## config.mk

```make
export PLATFORM = sky130hd
export DESIGN_NAME = resp_message_framer
export DESIGN_NICKNAME = d
export VERILOG_FILES = /design/src/hdl/rmf_pkg.sv /design/src/hdl/rmf_core.sv /design/src/hdl/resp_message_framer.sv
export VERILOG_INCLUDE_DIRS = /design/src /design/src/hdl
export SDC_FILE = /design/constraint.sdc
export NUM_CORES = 1
export LEC_CHECK = 0
export BUFFER_PORTS_ARGS = -buffer_cell sky130_fd_sc_hd__buf_2
export CAP_MARGIN = 15
export CORE_MARGIN = 2
export CORE_UTILIZATION = 30
export CTS_CLUSTER_DIAMETER = 60
export DETAILED_ROUTE_END_ITERATION = 8
export GPL_TIMING_DRIVEN = 0
export MAX_ROUTING_LAYER = met4
export PLACE_DENSITY = 0.49
export REMOVE_ABC_BUFFERS = 1
export SYNTH_ARGS = -nofsm -noshare
export SYNTH_HDL_FRONTEND = slang
export SYNTH_HIERARCHICAL = 1
export SYNTH_SLANG_ARGS = --single-unit
```

## constraint.sdc

```tcl
create_clock -name clk -period 4.2 [get_ports clk]
set_clock_uncertainty 0.05 [all_clocks]
set_input_delay 0.84 -clock clk [delete_from_list [all_inputs] [get_ports clk]]
set_output_delay 0.84 -clock clk [all_outputs]
set_load 0.02 [all_outputs]
```

## src/hdl/assert_macros.svh

```systemverilog
// assertion macros used by the top-level rtl file of the resp message framer
// no dependencies; the macros expand to nothing when SYNTHESIS is defined
`ifndef ASSERT_MACROS_SVH
`define ASSERT_MACROS_SVH
`ifndef SYNTHESIS
`define ASSERT_HOLDS(lbl, clk, rst_n, expr) \
	lbl: assert property (@(posedge clk) disable iff (!rst_n) (expr)) \
		else $error("assertion failed");
`define ASSERT_IMPLIES(lbl, clk, rst_n, ante, cons) \
	lbl: assert property (@(posedge clk) disable iff (!rst_n) (ante) |-> (cons)) \
		else $error("assertion failed");
`else
`define ASSERT_HOLDS(lbl, clk, rst_n, expr)
`define ASSERT_IMPLIES(lbl, clk, rst_n, ante, cons)
`endif
`endif

```

## src/hdl/rmf_pkg.sv

```systemverilog
// types and constants of the resp message framer
// no dependencies
`default_nettype none
package rmf_pkg;

	localparam int COUNT_BITS_DEF = 16;

	localparam logic [7:0] CH_CR    = 8'd13;
	localparam logic [7:0] CH_LF    = 8'd10;
	localparam logic [7:0] CH_PLUS  = 8'h2B;
	localparam logic [7:0] CH_MINUS = 8'h2D;
	localparam logic [7:0] CH_COLON = 8'h3A;
	localparam logic [7:0] CH_DOLLAR = 8'h24;
	localparam logic [7:0] CH_STAR  = 8'h2A;
	localparam logic [7:0] CH_ZERO  = 8'h30;
	localparam logic [7:0] CH_NINE  = 8'h39;

	typedef enum logic [1:0] {
		KIND_NONE,
		KIND_SIMPLE,
		KIND_BULK,
		KIND_ARRAY
	} kind_t;

	typedef struct packed {
		logic protocol_error;
		logic message_done;
		logic item_done;
	} result_t;

endpackage
`default_nettype wire

```

## src/hdl/rmf_core.sv

```systemverilog
// framing state and per-byte next-state logic of the resp message framer
// depends on rmf_pkg
`default_nettype none
module rmf_core #(
	parameter int COUNT_BITS = rmf_pkg::COUNT_BITS_DEF
) (
	input  wire                  clk,
	input  wire                  arst_n,
	input  wire                  step_en,
	input  wire  [7:0]           data_byte,
	output rmf_pkg::result_t     result
);

	localparam int AW = COUNT_BITS + 4;

	logic [COUNT_BITS-1:0] pending_q, pending_n;
	logic                  in_line_q, in_line_n;
	rmf_pkg::kind_t        kind_q, kind_n;
	logic                  cr_q, cr_n;
	logic [COUNT_BITS-1:0] acc_q, acc_n;
	logic                  neg_q, neg_n;
	logic                  body_q, body_n;

	logic [AW-1:0]         acc_x10;
	logic [COUNT_BITS:0]   total;
	logic                  is_digit;
	logic                  fin;
	logic                  err;

	assign is_digit = (data_byte >= rmf_pkg::CH_ZERO) && (data_byte <= rmf_pkg::CH_NINE);
	// acc * 10 + digit, overflow shows in the top four bits
	assign acc_x10 = {1'b0, acc_q, 3'b000} + {3'b000, acc_q, 1'b0}
		+ {{COUNT_BITS{1'b0}}, data_byte[3:0]};
	assign total = {1'b0, pending_q} - (COUNT_BITS+1)'(1) + {1'b0, acc_q};

	always_comb begin
		pending_n = pending_q;
		in_line_n = in_line_q;
		kind_n    = kind_q;
		cr_n      = cr_q;
		acc_n     = acc_q;
		neg_n     = neg_q;
		body_n    = body_q;
		fin       = 1'b0;
		err       = 1'b0;
		result    = '0;
		if (!in_line_q) begin
			case (data_byte) inside
				rmf_pkg::CH_PLUS, rmf_pkg::CH_MINUS, rmf_pkg::CH_COLON: kind_n = rmf_pkg::KIND_SIMPLE;
				rmf_pkg::CH_DOLLAR: kind_n = rmf_pkg::KIND_BULK;
				rmf_pkg::CH_STAR:   kind_n = rmf_pkg::KIND_ARRAY;
				default:            err = 1'b1;
			endcase
			if (pending_q == '0) begin
				pending_n = COUNT_BITS'(1);
			end
			in_line_n = 1'b1;
			cr_n      = 1'b0;
			acc_n     = '0;
			neg_n     = 1'b0;
			body_n    = 1'b0;
		end else if (data_byte == rmf_pkg::CH_LF && cr_q) begin
			if (body_q || kind_q == rmf_pkg::KIND_SIMPLE) begin
				fin = 1'b1;
			end else if (kind_q == rmf_pkg::KIND_BULK) begin
				if (neg_q) begin
					fin = 1'b1;
				end else begin
					body_n = 1'b1;
					cr_n   = 1'b0;
				end
			end else if (neg_q || acc_q == '0) begin
				fin = 1'b1;
			end else if (total[COUNT_BITS]) begin
				err = 1'b1;
			end else begin
				// array header replaces itself by its count
				pending_n = total[COUNT_BITS-1:0];
				in_line_n = 1'b0;
				kind_n    = rmf_pkg::KIND_NONE;
				cr_n      = 1'b0;
				acc_n     = '0;
				neg_n     = 1'b0;
			end
		end else begin
			if (!body_q) begin
				if (data_byte == rmf_pkg::CH_MINUS
					&& (kind_q == rmf_pkg::KIND_BULK || kind_q == rmf_pkg::KIND_ARRAY)) begin
					neg_n = 1'b1;
				end else if (kind_q == rmf_pkg::KIND_ARRAY && is_digit) begin
					if (acc_x10[AW-1:COUNT_BITS] != '0) begin
						err = 1'b1;
					end else begin
						acc_n = acc_x10[COUNT_BITS-1:0];
					end
				end
			end
			cr_n = (data_byte == rmf_pkg::CH_CR);
		end

		if (fin) begin
			result.item_done = 1'b1;
			in_line_n = 1'b0;
			kind_n    = rmf_pkg::KIND_NONE;
			cr_n      = 1'b0;
			body_n    = 1'b0;
			acc_n     = '0;
			neg_n     = 1'b0;
			if (pending_q <= COUNT_BITS'(1)) begin
				pending_n = '0;
				result.message_done = 1'b1;
			end else begin
				pending_n = pending_q - COUNT_BITS'(1);
			end
		end

		if (err) begin
			result    = '0;
			result.protocol_error = 1'b1;
			pending_n = '0;
			in_line_n = 1'b0;
			kind_n    = rmf_pkg::KIND_NONE;
			cr_n      = 1'b0;
			acc_n     = '0;
			neg_n     = 1'b0;
			body_n    = 1'b0;
		end
	end

	always_ff @(posedge clk or negedge arst_n) begin
		if (!arst_n) begin
			pending_q <= '0;
			in_line_q <= 1'b0;
			kind_q    <= rmf_pkg::KIND_NONE;
			cr_q      <= 1'b0;
			acc_q     <= '0;
			neg_q     <= 1'b0;
			body_q    <= 1'b0;
		end else if (step_en) begin
			pending_q <= pending_n;
			in_line_q <= in_line_n;
			kind_q    <= kind_n;
			cr_q      <= cr_n;
			acc_q     <= acc_n;
			neg_q     <= neg_n;
			body_q    <= body_n;
		end
	end

endmodule
`default_nettype wire

```

## src/hdl/resp_message_framer.sv

```systemverilog
// top level of the resp message framer: input register, framing core, output register
// depends on rmf_pkg, rmf_core and assert_macros.svh
//
// usage:
//   s_* takes one stream byte per word; m_* gives one result word per byte,
//   in order, with the item-done, message-done and protocol-error flags.
//   a word is moved on a rising edge where tvalid and tready are both high.
// path: an accepted byte is held in the input register, then the framing step
//   writes its result to the output register, which drives m_tvalid.
// throughput: one byte per cycle while the output is not stalled; the framing
//   state is updated once per byte by the combinational step logic in rmf_core.
// stall: while m_tready is low the result holds; one more byte can wait in
//   the input register, then s_tready drops until the result is taken.
// reset: arst_n clears the valid flags of both registers and the framing state,
//   so the block expects the type byte of a new message.
// on a protocol error the flag is reported and the framing state restarts.
`default_nettype none
`include "assert_macros.svh"
module resp_message_framer #(
	parameter int COUNT_BITS = rmf_pkg::COUNT_BITS_DEF
) (
	input  wire        clk,
	input  wire        arst_n,
	input  wire        s_tvalid,
	output logic       s_tready,
	input  wire  [7:0] s_tdata,   // [7:0] data_byte
	output logic       m_tvalid,
	input  wire        m_tready,
	output logic [7:0] m_tdata    // [0] item_done, [1] message_done, [2] protocol_error
);

	logic             valid_s1;
	logic [7:0]       data_s1;
	logic             valid_s2;
	rmf_pkg::result_t result_s2;
	rmf_pkg::result_t step_res;
	logic             advance;

	assign advance  = valid_s1 && (!valid_s2 || m_tready);
	assign s_tready = !valid_s1 || advance;

	always_ff @(posedge clk or negedge arst_n) begin
		if (!arst_n) begin
			valid_s1 <= 1'b0;
		end else if (s_tready) begin
			valid_s1 <= s_tvalid;
		end
	end

	always_ff @(posedge clk) begin
		if (s_tready && s_tvalid) begin
			data_s1 <= s_tdata;
		end
	end

	rmf_core #(
		.COUNT_BITS(COUNT_BITS)
	) u_core (
		.clk       (clk),
		.arst_n    (arst_n),
		.step_en   (advance),
		.data_byte (data_s1),
		.result    (step_res)
	);

	always_ff @(posedge clk or negedge arst_n) begin
		if (!arst_n) begin
			valid_s2 <= 1'b0;
		end else if (advance) begin
			valid_s2 <= 1'b1;
		end else if (m_tready) begin
			valid_s2 <= 1'b0;
		end
	end

	always_ff @(posedge clk) begin
		if (advance) begin
			result_s2 <= step_res;
		end
	end

	assign m_tvalid = valid_s2;
	assign m_tdata  = {5'b00000, result_s2.protocol_error, result_s2.message_done,
		result_s2.item_done};

	`ASSERT_IMPLIES(a_err_alone, clk, arst_n, m_tvalid && result_s2.protocol_error, !result_s2.item_done && !result_s2.message_done)
	`ASSERT_IMPLIES(a_msg_is_item, clk, arst_n, m_tvalid && result_s2.message_done, result_s2.item_done)
	`ASSERT_IMPLIES(a_full_blocks, clk, arst_n, valid_s1 && valid_s2 && !m_tready, !s_tready)

endmodule
`default_nettype wire
```

==> results.json <==
{
  "status": "finished clean",
  "firstDrtPassIters": 4,
  "cts_tree": "built",
  "drc": 0,
  "synth-main-ff-cell": "dfrtp_1",
  "path_clk_slew_ps": 80,
  "max_cap_violations": 0,
  "cts_root_buf": "clkbuf_16",
  "syn_to_final_growth_pct": 11.1,
  "timing.critical_path.from_type": "flip-flop",
  "htreeDepth": 2,
  "reg2reg_slack_ps": 180,
  "grt_first_pass_wirelength_um": 20200,
  "io-pin-count": 22,
  "ys_types": 78,
  "drtIter0Drc": 203,
  "period_share": 0.958,
  "cellPowerDensity_nw_per_um2": 512,
  "min_to": "u_core/pending_q[14]$_DFFE_PN0P_",
  "async_flop_share": 0.784,
  "vias_per_cell": 5.06,
  "slew_headroom": 0.321,
  "synth_top_area_cell": "dfrtp_1",
  "cts_made_buffers": 5,
  "max_freq_mhz": 249,
  "wl_per_cell_um": 15.0,
  "initial_core_util": 0.306,
  "crit_type": "flip-flop to flip-flop",
  "grt_remaining_overflow": 0,
  "pre_cts_ws_ps": -334,
  "period_minus_slack_ps": 4020,
  "dp_hpwl_um": 9350,
  "core_area_um2": 15900,
  "arrival_ps": 4160,
  "synth_warnings": 6,
  "finalWirelength_um": 11900,
  "critPathMaxStageDelay_ps": 510,
  "mostFrequentLayoutCells": "78 x inv_1, 64 x ha_1, 47 x a21oi_1, 40 x dfrtp_1, 35 x nor2_1",
  "layout-drive-gt1-share": 0.112,
  "cp_slowest_cell": "fa_1",
  "ys_seq_area_frac": 0.274,
  "tightest_slew_ps": 1010,
  "fp-row-count": 46,
  "gp_congestion": 0.799,
  "cts_hold_buf": 0,
  "vdd_drop_max_mv": 0.234,
  "worstSkewPairLatency_ps": 300,
  "grt_pass1_vias": 4001,
  "dieWidth_um": 131,
  "crit_fanout": 7,
  "vias": 4022,
  "clockBufferDepth": 2,
  "antenna_found_initial": 0,
  "worstPathRequired_ps": 4340,
  "hold_path.startpoint": "u_core/pending_q[14]$_DFFE_PN0P_",
  "grt.total_usage": 0.146,
  "final-hold-violation-count": 0,
  "setup_viol": 0,
  "reg2reg_to": "u_core/kind_q[1]$_DFFE_PN0P_",
  "io_buffers": 16,
  "dieArea_um2": 17200,
  "yosys.area.top_type_share": 0.206,
  "hp-class": "flip-flop to flip-flop",
  "finalMaxSlewViolations": 0,
  "r2r-start": "u_core/acc_q[0]$_DFFE_PN0P_",
  "path_cells": "inv_1 -> fa_1 -> inv_1 -> fa_1 -> a21o_1 -> a311oi_2 -> o21ai_1 -> o21a_1 -> a2111oi_4 -> buf_4 -> a31oi_4 -> or2_4 -> nand2_1 -> mux2_1",
  "min_path_cells": 2,
  "clock-sinks": 51,
  "setup-tns-final_ps": 0,
  "final_common_cell": "inv_1",
  "grt_max_degree": 41,
  "fin_ws_ps": 177,
  "synth_cells": 556,
  "netlist_top_cells_area": "dfrtp_1 21%, ha_1 16%, edfxtp_1 6.8%",
  "r2r.worst_path.cells": 14,
  "p_leak_nw": 2.50,
  "ys_ff_latch": 51,
  "endpoint_kind": "flip-flop",
  "ant_nets": 0,
  "synth_edf_count": 11,
  "layout.nets": 657,
  "diodes": 0,
  "synth_area_um2": 4860,
  "syn_area_per_cell_um2": 8.74,
  "fp.dieH_um": 131
}
## logic make-up (layout without fill, tap and decap cells)
kind of cell               Yosys count  count (layout)  synth area share
and+or+nand+nor                    138             138             0.153
AOI/OAI and AO/OA                  178             179             0.260
muxes                                3               3           0.00695
buffers and inverters               92             110            0.0803
adders and majority gates           68              68             0.179
xor gates and xnor gates            25              25            0.0450
DFF                                 51              51             0.274
other                                1               5          0.000771
## state kept, by name, indices dropped and copies added (netlist names)
name / cells
data_s1: 8
u_core/in_line_q: 1
m_tdata: 3
u_core/cr_q: 1
u_core/kind_q: 2
valid_s1: 1
u_core/body_q: 1
u_core/neg_q: 1
u_core/acc_q: 16
m_tvalid: 1
u_core/pending_q: 16
## routing by layer
layer  up-vias  track usage  share of wire  wire length (um)
li1       2043            -              -                 -
met1      1907        0.186           0.47              5620
met2        61        0.248           0.49              5900
met3        11       0.0162          0.023               269
met4         0       0.0380          0.012               146
met5         -            -              0                 0
## cell usage after synthesis, drive strengths merged (7+ instances only)
| cell type | n |
|---|---|
| buf | 12 |
| nor2 | 35 |
| nor2b | 9 |
| xnor2 | 17 |
| nor4 | 8 |
| xor2 | 8 |
| dfrtp | 40 |
| ha | 64 |
| a32oi | 7 |
| a21oi | 50 |
| nand3 | 10 |
| nor3 | 10 |
| nand2 | 32 |
| a22o | 15 |
| a21o | 9 |
| inv | 79 |
| edfxtp | 11 |
| o21ai | 47 |
## final cells by class
type                    instances  area (um2)
fillers                      1673       10500
multi-input cells             418        3200
flip-flops and latches         51        1330
inverters                      79         297
well taps                     216         270
repair buffers                 23         145
clock buffers                   5         125
clock inverters                 3        33.8
## what timing repair did
| item | CTS | global route |
|---|---|---|
| gates resized for setup | 3 | 3 |
| pin swaps | 3 | 3 |
| buffers inserted | 2 | 5 |
| cloned | 1 | 0 |
| setup endpoints to repair | 32 | 20 |
## worst max-delay path: cells and delay by family, from the launching register on
| family | cells | cell delay, ps |
|---|---|---|
| compound gates | 6 | 1360 |
| simple gates | 2 | 450 |
| fa+ha+maj | 2 | 970 |
| flops | 1 | 380 |
| buf+inv | 3 | 360 |
| mux | 1 | 330 |
## power breakdown
group / switching, W / leakage (nW) / internal [W]
Sequential: 0.0000710 / 0.648 / 0.000578
Clock: 0.000215 / 0.0776 / 0.000231
Combinational: 0.00101 / 1.77 / 0.000656
Total: 0.00130 / 2.50 / 0.00147
## how the worst max path moves through the flow
stage	from	to	slack (ps)
3_5_place_dp	data_s1[3]$_DFFE_PP_	u_core/pending_q[5]$_DFFE_PN0P_	-330
6_report	u_core/acc_q[0]$_DFFE_PN0P_	u_core/kind_q[1]$_DFFE_PN0P_	180
2_1_floorplan	data_s1[3]$_DFFE_PP_	u_core/pending_q[1]$_DFFE_PN0P_	340
3_3_place_gp	data_s1[3]$_DFFE_PP_	u_core/pending_q[7]$_DFFE_PN0P_	-370
5_1_grt	u_core/acc_q[0]$_DFFE_PN0P_	u_core/kind_q[1]$_DFFE_PN0P_	-20
4_1_cts	data_s1[3]$_DFFE_PP_	u_core/pending_q[6]$_DFFE_PN0P_	10
## through the flow
stage / std cells / power (W) / area, um2 / utilization / hold slack [ps]
after floorplan: 547 / 0.00191 / 4780 / - / 412
after global placement: 779 / 0.00228 / 5130 / 0.323 / 428
after detailed placement: 779 / 0.00229 / 5130 / 0.323 / 428
after CTS: 790 / 0.00276 / 5350 / 0.337 / 446
after global routing: 795 / 0.00303 / 5400 / 0.340 / 492
final: 795 / 0.00276 / 5400 / 0.340 / 446
No activity file was read; power rests on OpenSTA's default activity.
